File: config.mk
export PLATFORM = sky130hd
export DESIGN_NAME = sds_cell
export DESIGN_NICKNAME = d
export VERILOG_FILES = /design/src/design/sds_pkg.sv /design/src/design/sds_cell.sv
export SDC_FILE = /design/constraint.sdc
export NUM_CORES = 1
export LEC_CHECK = 0
export ABC_AREA = 1
export CAP_MARGIN = 10
export CORE_AREA = 2 2 158 160
export CTS_CLUSTER_DIAMETER = 50
export DETAILED_ROUTE_END_ITERATION = 12
export DIE_AREA = 0 0 160 162
export DONT_BUFFER_PORTS = 1
export GPL_TIMING_DRIVEN = 0
export RECOVER_POWER = 100
export REMOVE_ABC_BUFFERS = 1
export SLEW_MARGIN = 20
export SYNTH_ARGS = -nofsm -noshare
export SYNTH_HDL_FRONTEND = slang
export SYNTH_SLANG_ARGS = --single-unit
File: constraint.sdc
create_clock -name clk -period 6.3 [get_ports clk]
set_input_delay 1.26 -clock clk [delete_from_list [all_inputs] [get_ports clk]]
set_output_delay 1.26 -clock clk [all_outputs]
set_load 0.03 [all_outputs]
File: src/design/sds_pkg.sv
// Shared types and constants for the sprite distance sort block.
package sds_pkg;

	localparam int MAX_OBJECTS = 32;
	localparam int CNT_W       = $clog2(MAX_OBJECTS + 1);
	localparam int IDX_W       = $clog2(MAX_OBJECTS);

	localparam int POS_W      = 24;
	localparam int SQ_W       = 2 * POS_W;
	localparam int DIST_W     = SQ_W + 1;
	localparam int IN_DATA_W  = 2 * POS_W;
	localparam int OUT_FLD_W  = 2 * POS_W + DIST_W;
	localparam int OUT_DATA_W = ((OUT_FLD_W + 7) / 8) * 8;

	localparam int CFG_IDX_W = 2;
	localparam logic [CFG_IDX_W-1:0] REG_VIEWER_X = 2'd0;
	localparam logic [CFG_IDX_W-1:0] REG_VIEWER_Y = 2'd1;

	typedef struct packed {
		logic [POS_W-1:0]  x;
		logic [POS_W-1:0]  y;
		logic [DIST_W-1:0] d;
	} entry_t;

	typedef struct packed {
		logic   valid;
		logic   last;
		entry_t e;
	} item_t;

	typedef struct packed {
		logic             insert;
		logic             shift;
		logic [CNT_W-1:0] count;
	} cell_ctrl_t;

endpackage

File: src/design/sds_cell.sv
// One slot of the insertion chain: holds an entry, inserts in order, shifts out.
module sds_cell import sds_pkg::*; (
	input  logic             clk,
	input  cell_ctrl_t       ctrl,
	input  logic [IDX_W-1:0] idx,
	input  entry_t           new_e,
	input  entry_t           prev_e,
	input  logic             prev_keep,
	input  entry_t           next_e,
	output entry_t           e,
	output logic             keep
);

	entry_t e_q;

	// occupied and at least as far as the newcomer: stays in place
	assign keep = (CNT_W'(idx) < ctrl.count) && (e_q.d >= new_e.d);
	assign e    = e_q;

	always_ff @(posedge clk) begin
		if (ctrl.insert) begin
			if (!keep) begin
				e_q <= prev_keep ? new_e : prev_e;
			end
		end else if (ctrl.shift) begin
			e_q <= next_e;
		end
	end

endmodule

==> key figures <==
Global routing
  • First-pass GRT wire length: 28.9 mm
  • Vias in the first global route: 5048
  • Maximum number of pins on one net before global-route repair: 100
  • Antenna violations before repair: 1
  • GR Overflow Total: 0
  • Overall Global Routing Usage: 14.6%

Logic synthesis
  • Gate Count Post-Synth: 797
  • Avg Cell Area, Syn: 8.02 um^2
  • Post-synthesis sequential area ratio: 45.6%
  • #FFs+latches synth: 97
  • Synthesized area: 6390 um^2
  • Unique masters post-synth: 25
  • Syn. warnings: 0

Route
  • Wire per inst: 18.3 um
  • Routed vias: 5370
  • Drt first-iter violations: 373
  • DRT Pass-1 Iters: 4
  • Via density: 4.89
  • DR DRC count: 0
  • WL final: 20.1 mm
  • Post-route ant nets: 0

Timing
  • Smallest hold slack: 1.10 ns
  • Period utilisation layout: 78.3%
  • Slew Viols, Final: 149
  • Least-Margin Pin Slew: 3.44 ns
  • Layout Skew: 0.0170 ns
  • Final Hold Viols: 0
  • Fmax: 203 MHz
  • Total negative setup slack: 0 ns
  • Max_slew headroom: -130%
  • RSZ-0062 raised after global routing: no
  • Endpoints failing setup: 0
  • Post-layout minimum cycle time: 4.93 ns

Hold path
  • Worst hold path class: input port to register

Worst setup path
  • Crit path required time: 6.37 ns
  • CP max stage delay: 2.56 ns
  • WP data arrival: 5.01 ns
  • Critical Path Start Type: input port
  • Crit-path cells: clkinvlp_2, nor2_1, o21ai_0
  • Crit-path max FO: 98
  • CP delay by family, top: buffers and inverters
  • Crit Path Class: input port to register
  • Worst Path Buf+Inv: 1
  • Critical path capture point type: register
  • Crit-path slowest cell: clkinvlp_2

Place
  • PortBufs: 0
  • Routability cong.: 0.795
  • Final HPWL DP: 15.2 mm

Cells and area
  • Max reg flops: 97
  • Layout area overhead: 8.42%
  • Layout cells sized above 1: 4.01%
  • Multi-input combinational cell area: 2970 um^2
  • Fillers: 2625
  • Register area: 2910 um^2
  • Fin nets: 1127

Clocking
  • Clock slew at reported path FFs: 0.08 ns
  • Sink Count: 97
  • Post-CTS Setup Repair Bufs: 0
  • Post-CTS Resized: 0
  • TritonCTS buffer count: 9
  • Worst skew pair latency: 0.35 ns
  • H-tree levels: 3
  • Longest Clk Path Bufs: 2
  • Post-CTS Hold Buffers: 0
  • CTS tree: yes
  • Root buffer cell: clkbuf_16

Job
  • Maxcap violations: 2

Pwr
  • Static Leak: 2.88 nW
  • Cell Pwr Density: 269 nW/um^2
  • Maximum VDD drop: 0.000106 V

Status
  • Status: finished, violations left
  • Failing checks: capacitance limit, slew limit

Die
  • I/O pin count: 404
  • Initial core utilization: 26.5%
  • Width of the chip: 160 um
  • Die ar.: 25900 um^2
  • Die height: 162 um
  • Core footprint: 24100 um^2
  • FP Rows: 57
placed cells by master (no fill, tap or decap), types with 4 or more instances in the layout:
cell,count
nand2_2,4
nand3_1,5
o21ai_0,197
edfxtp_1,97
nand2_1,170
inv_1,79
ha_1,53
clkbuf_16,9
nor2_2,5
a21oi_1,17
nor2_1,116
per-stage QoR:
stage               cell area, um^2  instances  util, %  power (W)  setup slack, ns
floorplan                      6190        755        -    0.00122             1.52
global placement               6590       1079     27.3    0.00132         -0.00538
detailed placement             6650       1081     27.6    0.00132             2.29
CTS                            6930       1097     28.8    0.00189             2.28
global route                   6930       1098     28.7    0.00196             1.18
finish                         6930       1098     28.7    0.00186             1.37
kinds of logic (layout without fill, tap and decap cells):
kind of cell,count (synthesis),count (layout),synth area share [%]
buffers and inverters,123,99,7.99
flip-flops,97,97,45.6
other,0,1,0
AND/OR/NAND/NOR,303,303,18.5
adder cells (fa/ha/maj),53,53,10.4
AO/OA/AOI/OAI,221,221,17.5
cell usage after synthesis:
master    count  area [um^2]
nand2_1     170          638
o21ai_0     161          806
nor2_1      116          435
edfxtp_1     97         2910
inv_1        79          297
ha_1         53          663
o21ai_1      38          190
clkbuf_1     24         90.1
a21oi_1      17         85.1
buf_2         9         45.0
buf_4         5         37.5
nand3_1       5         25.0
nor2_2        5         31.3
nand2_2       4         25.0
a21o_1        3         22.5
buf_6         2         22.5
a41oi_1       1         8.76
buf_1         1         3.75
clkbuf_2      1         5.00
inv_2         1         3.75
inv_4         1         6.26
nand3_2       1         10.0
nand3b_1      1         7.51
nor2_4        1         11.3
o21a_1        1         7.51
worst reg2reg max path: stages (launching register included):
cell	delay [ns]
edfxtp_1	0.61
ha_1	0.38
a21oi_1	0.14
o21ai_0	0.12
a21oi_1	0.26
nand2_1	0.10
nor2_2	0.09
nand3_1	0.10
nand2_1	0.10
nand2_1	0.06
nand2_1	1.61
buf_16	0.32
path summary, 6_finish.rpt:
path,start,endpoint,slack [ns],cells after the start
setup / recovery,prev_keep,e[52],1.37,3
hold / removal,next_e[78],e[78],1.10,2
hold reg to reg,e[31],e[27],3.06,10
setup reg to reg,e[48],e[85],2.02,11
power breakdown:
group,switching [W],total (W),leakage [nW],internal (W)
clock network,0.000285,0.000562,0.136,0.000277
registers,0.000203,0.00103,0.959,0.000822
logic,0.000176,0.000276,1.78,0.0000997
final cells by class:
cell class,count,area share (%)
multi-input cells,577,42.8
clock buffers,9,3.25
flip-flops and latches,97,42.0
clock inverters,7,0.867
well taps,324,5.85
diodes,1,0.0361
inverters,81,4.44
repair buffers,2,0.686
per-layer routing:
| layer | track usage, % | routed length, um |
|---|---|---|
| met3 | 4.90 | 1740 |
| met1 | 16.5 | 7850 |
| met5 | 0 | 0 |
| met2 | 26.3 | 10200 |
| met4 | 3.97 | 293 |
Note: power is estimated with default switching activity, not from simulation.
