===== config.mk =====
export PLATFORM = sky130hd
export DESIGN_NAME = sds_dist
export DESIGN_NICKNAME = d
export VERILOG_FILES = /design/src/design/sds_pkg.sv /design/src/design/sds_dist.sv
export SDC_FILE = /design/constraint.sdc
export NUM_CORES = 2
export LEC_CHECK = 0
export BUFFER_PORTS_ARGS = -buffer_cell sky130_fd_sc_hd__buf_2
export CORE_MARGIN = 4
export CORE_UTILIZATION = 45
export DETAILED_ROUTE_END_ITERATION = 7
export PLACE_DENSITY = 0.72
export SYNTH_ARGS = -nofsm -noshare
export SYNTH_HDL_FRONTEND = slang
export SYNTH_SLANG_ARGS = --single-unit
export TNS_END_PERCENT = 5

===== constraint.sdc =====
create_clock -name clk -period 14.85 [get_ports clk]
set_clock_uncertainty 0.1 [all_clocks]
set_input_delay 2.97 -clock clk [delete_from_list [all_inputs] [get_ports clk]]
set_output_delay 2.97 -clock clk [all_outputs]
set_load 0.1 [all_outputs]

===== src/design/sds_pkg.sv =====
// Shared types and constants for the sprite distance sort block.
package sds_pkg;

	localparam int MAX_OBJECTS = 32;
	localparam int CNT_W       = $clog2(MAX_OBJECTS + 1);
	localparam int IDX_W       = $clog2(MAX_OBJECTS);

	localparam int POS_W      = 24;
	localparam int SQ_W       = 2 * POS_W;
	localparam int DIST_W     = SQ_W + 1;
	localparam int IN_DATA_W  = 2 * POS_W;
	localparam int OUT_FLD_W  = 2 * POS_W + DIST_W;
	localparam int OUT_DATA_W = ((OUT_FLD_W + 7) / 8) * 8;

	localparam int CFG_IDX_W = 2;
	localparam logic [CFG_IDX_W-1:0] REG_VIEWER_X = 2'd0;
	localparam logic [CFG_IDX_W-1:0] REG_VIEWER_Y = 2'd1;

	typedef struct packed {
		logic [POS_W-1:0]  x;
		logic [POS_W-1:0]  y;
		logic [DIST_W-1:0] d;
	} entry_t;

	typedef struct packed {
		logic   valid;
		logic   last;
		entry_t e;
	} item_t;

	typedef struct packed {
		logic             insert;
		logic             shift;
		logic [CNT_W-1:0] count;
	} cell_ctrl_t;

endpackage


===== src/design/sds_dist.sv =====
// Squared distance pipeline: difference, magnitude, squares, sum.
module sds_dist import sds_pkg::*; (
	input  logic             clk,
	input  logic             arst_n,
	input  logic             in_valid,
	input  logic [POS_W-1:0] obj_x,
	input  logic [POS_W-1:0] obj_y,
	input  logic             in_last,
	input  logic [POS_W-1:0] viewer_x,
	input  logic [POS_W-1:0] viewer_y,
	output item_t            item
);

	logic              v_s1, v_s2, v_s3, v_s4;
	logic              l_s1, l_s2, l_s3, l_s4;
	logic [POS_W-1:0]  x_s1, x_s2, x_s3, x_s4;
	logic [POS_W-1:0]  y_s1, y_s2, y_s3, y_s4;
	logic signed [POS_W:0] dx_s1, dy_s1;
	logic [POS_W-1:0]  ax_s2, ay_s2;
	logic [SQ_W-1:0]   sqx_s3, sqy_s3;
	logic [DIST_W-1:0] d_s4;
	logic [POS_W:0]    ndx, ndy;

	assign ndx = -dx_s1;
	assign ndy = -dy_s1;

	always_ff @(posedge clk or negedge arst_n) begin
		if (!arst_n) begin
			v_s1 <= 1'b0;
			v_s2 <= 1'b0;
			v_s3 <= 1'b0;
			v_s4 <= 1'b0;
		end else begin
			v_s1 <= in_valid;
			v_s2 <= v_s1;
			v_s3 <= v_s2;
			v_s4 <= v_s3;
		end
	end

	always_ff @(posedge clk) begin
		dx_s1 <= $signed({viewer_x[POS_W-1], viewer_x}) - $signed({obj_x[POS_W-1], obj_x});
		dy_s1 <= $signed({viewer_y[POS_W-1], viewer_y}) - $signed({obj_y[POS_W-1], obj_y});
		x_s1  <= obj_x;
		y_s1  <= obj_y;
		l_s1  <= in_last;

		// |diff| stays below 2^24, so the low bits hold the magnitude
		ax_s2 <= dx_s1[POS_W] ? ndx[POS_W-1:0] : dx_s1[POS_W-1:0];
		ay_s2 <= dy_s1[POS_W] ? ndy[POS_W-1:0] : dy_s1[POS_W-1:0];
		x_s2  <= x_s1;
		y_s2  <= y_s1;
		l_s2  <= l_s1;

		sqx_s3 <= SQ_W'(ax_s2) * SQ_W'(ax_s2);
		sqy_s3 <= SQ_W'(ay_s2) * SQ_W'(ay_s2);
		x_s3   <= x_s2;
		y_s3   <= y_s2;
		l_s3   <= l_s2;

		d_s4 <= {1'b0, sqx_s3} + {1'b0, sqy_s3};
		x_s4 <= x_s3;
		y_s4 <= y_s3;
		l_s4 <= l_s3;
	end

	assign item.valid = v_s4;
	assign item.last  = l_s4;
	assign item.e.x   = x_s4;
	assign item.e.y   = y_s4;
	assign item.e.d   = d_s4;

endmodule


==> out/results.tsv <==
stage	metric	value	unit
status	status	finished clean	
placement	worst slack after detailed placement	6610	ps
synth	Syn Std Cell Area	0.0465	mm2
floorplan	row count	117	
sta	maximum frequency from static timing analysis	0.119	GHz
synth	post-synthesis cell count	4810	
hold_path	worst min-delay path endpoint	x_s2[5]	
synth	Post-synth ARST share	0.00907	
placement	DP Cell Count	6294	
synth	multiplexer area fraction after synthesis	0.000914	
critical_path	Register-to-Register Path Depth	26	
global_route	initial antenna violation count	0	
final_layout	P&R area growth vs syn	8.76	%
drt	Via Count	31400	
floorplan	width of the die	330	um
global_route	global-route usage over all layers	0.189	
final_layout	most frequent cells in the layout	1,270 x sky130_fd_sc_hd__inv_1, 845 x sky130_fd_sc_hd__fa_1, 454 x sky130_fd_sc_hd__ha_1	
hold_path	startpoint of the tightest hold check path	x_s1[5]	
clock_tree	cell at the root of the clock tree	sky130_fd_sc_hd__clkbuf_16	
sta	Final TNS setup	0	ps
drt	# DRC	0	
floorplan	chip height	330	um
global_route	Overflow after GRT	0	
clock_tree	total number of H-tree levels	2	
placement	estimated wirelength of the detail-placed design	79.9	mm
hold_path	class of the worst hold path	flop to flop	
drt	Starting DRT DRC Count	1723	
synth	FF+latch count, synth	441	
floorplan	Top Ports	199	
sta	number of setup violations in the final report	0	
synth	fraction of the mapped netlist area in simple logic gates	0.103	
critical_path	Data required, critical path	15290	ps
clock_tree	worst-skew pair later-pin latency	620	ps
drt	total wirelength of the detailed-routed design	97.8	mm
final_layout	fraction of final layout cells with drive strength greater than 1	0.0679	
synth	post-synthesis xor/xnor area fraction	0.0418	
critical_path	reg-to-reg startpoint	ax_s2[8]	
final_layout	most common cell after layout, fill and taps aside	sky130_fd_sc_hd__inv_1	
synth	Mapped Avg Cell Area	9.68	um2
clock_tree	total clock sinks	441	
drt	detail-routed net length per standard cell	15.3	um
synth	compound-cell area share of the yosys netlist	0.0674	
global_route	via count of the first global-routing pass	34500	
floorplan	die area	0.109	mm2
clock_tree	Setup Buffers After CTS	0	
clock_tree	quantity of gates resized following cts	0	
global_route	wire length of the first global-routing pass	167	mm
floorplan	core footprint	0.102	mm2
sta	number of hold-slack violations in the final timing report	0	
final_layout	Final Net Count	6371	
synth	adder-cell share of the synthesized area	0.485	
synth	combinational family with the most area after synthesis	adder cells	
placement	placer congestion estimate	0.886	
synth	Seq/Total Area, Yosys	0.190	
sta	final critical-path share of the clock period	0.564	
global_route	pin count of the biggest net entering global routing	26	
synth	distinct cell type count after synthesis	74	
sta	number of pins exceeding their max-slew limit in the final report	0	
sta	RSZ-0062 raised after global routing	no	
critical_path	path type of the worst setup path	flop to flop	
sta	Worst Slack Setup Final	6480	ps
critical_path	kind of start point of the critical path	flop	
hold_path	instance count along the most critical hold path	0	
drt	length of the first detailed-routing pass in iterations	5	
critical_path	Worst setup EP type	flop	
placement	count of buffers inserted at the top-level ports	198	
critical_path	data arrival time at the worst-slack endpoint	8810	ps
critical_path	Crit Path Max Fanout	19	
sta	relative slew slack	0.233	
drt	remaining antenna violation count	0	
clock_tree	TritonCTS clock tree	built	
clock_tree	cts bufs inserted	44	
clock_tree	number of buffers on the longest clock path	3	
critical_path	Reg2Reg Setup Slack	6480	ps
critical_path	Critical R2R Capture	sqx_s3[44]	
final_layout	Layout fillers	9418	
synth	Synth Warn #	0	
synth	Post-synth EDFFs	0	
sta	slew of the pin with the lowest slew margin	1150	ps
synth	prevailing post-synth register cell	sky130_fd_sc_hd__dfxtp_1	
sta	min Tclk post-route	8370	ps
clock_tree	Clock transition at path regs	60	ps
drt	via/cell ratio	4.92	
floorplan	initial cell density of the core	0.456	
run	number of maximum-capacitance constraint violations	0	
synth	Net Count, Synth	6209	
clock_tree	CTS Hold Buffers Added	0	
final_layout	non-filler instance count after layout	6376	
[registers in the layout, indices dropped and copies added (netlist names), 24 cells and up]
register and cells:
dy_s1 25, sqx_s3 47, y_s3 24, y_s4 24, x_s4 24, d_s4 49
y_s2 24, x_s1 24, ay_s2 24, x_s2 24, x_s3 24, sqy_s3 47
ax_s2 24, dx_s1 25, y_s1 24
[stage by stage]
stage | hold slack (ps) | utilization | cell area (um2)
2_1_floorplan | 210 | - | 46500
3_3_place_gp | 210 | 0.480 | 49000
3_5_place_dp | 212 | 0.480 | 49000
4_1_cts | 223 | 0.495 | 50600
5_1_grt | 228 | 0.495 | 50600
6_report | 218 | 0.495 | 50600
[cell usage after synthesis, drive strengths merged (30+ instances only)]
master | n | area (um2)
a21o | 72 | 541
a21oi | 145 | 729
and2 | 226 | 1410
clkbuf | 106 | 398
dfxtp | 437 | 8750
fa | 845 | 16900
ha | 454 | 5680
inv | 1270 | 4770
nand2 | 389 | 1460
nand3 | 32 | 160
nor2 | 143 | 539
nor2b | 42 | 263
nor3 | 30 | 150
o21ai | 104 | 520
xnor2 | 162 | 1420
xor2 | 60 | 526
[logic make-up (layout without fill, tap and decap cells)]
kind of cell             count (synthesis)  in the layout
flip-flops                             441            441
AND/OR/NAND/NOR                        981            981
other                                    0              1
XOR/XNOR                               222            222
AO/OA/AOI/OAI                          481            481
adder cells (fa/ha/maj)               1299           1299
buffers and inverters                 1382           1579
multiplexers                             4              4
[critical path, stage by stage (launching register included)]
cell and delay, ps:
sky130_fd_sc_hd__dfxtp_1 800, sky130_fd_sc_hd__inv_1 390, sky130_fd_sc_hd__nor2_1 300, sky130_fd_sc_hd__inv_1 100, sky130_fd_sc_hd__fa_1 500, sky130_fd_sc_hd__inv_1 50, sky130_fd_sc_hd__fa_1 490, sky130_fd_sc_hd__inv_1 50
sky130_fd_sc_hd__fa_1 470, sky130_fd_sc_hd__inv_1 50, sky130_fd_sc_hd__fa_1 480, sky130_fd_sc_hd__fa_1 500, sky130_fd_sc_hd__fa_1 490, sky130_fd_sc_hd__inv_1 50, sky130_fd_sc_hd__fa_1 480, sky130_fd_sc_hd__inv_1 40
sky130_fd_sc_hd__ha_1 450, sky130_fd_sc_hd__nand4_1 180, sky130_fd_sc_hd__nor2_2 210, sky130_fd_sc_hd__a221oi_1 150, sky130_fd_sc_hd__a31oi_1 480, sky130_fd_sc_hd__a41oi_1 340, sky130_fd_sc_hd__or4_1 630, sky130_fd_sc_hd__a21boi_1 190
sky130_fd_sc_hd__o21ai_1 80, sky130_fd_sc_hd__nand2b_1 90, sky130_fd_sc_hd__xor2_1 150
[area by class of cell]
class	instances	area (um2)	share of cell area
Clock buffer	54	1180	0.0233
Inverter	1270	4770	0.0942
Sequential cell	441	8850	0.175
Clock inverter	27	399	0.00788
Timing Repair Buffer	228	1220	0.0240
Tap cell	1368	1710	0.0338
Antenna cell	1	2.50	0.0000494
Multi-Input combinational cell	2987	32500	0.642
[worst max-delay path by stage]
stage / from / endpoint / slack, ps / cells after the start
global route: ax_s2[8] / sqx_s3[44] / 6040 / 26
finish: ax_s2[8] / sqx_s3[44] / 6480 / 26
detailed placement: ax_s2[18] / sqx_s3[44] / 6610 / 24
CTS: ax_s2[8] / sqx_s3[44] / 6580 / 26
global placement: ay_s2[2] / sqy_s3[46] / 6790 / 25
floorplan: ay_s2[17] / sqy_s3[45] / 7630 / 26
[metal layers]
| layer | vias to the layer above | part of all wire | track usage |
|---|---|---|---|
| met1 | 15700 | 0.41 | 0.235 |
| met3 | 208 | 0.052 | 0.0302 |
| li1 | 14800 | - | - |
| met4 | 0 | 0.031 | 0.0597 |
| met2 | 715 | 0.51 | 0.337 |
| met5 | - | 0 | 0 |
Power is not shown: default switching activity piles up to over one toggle a cycle in this logic, so the estimate is an artifact.
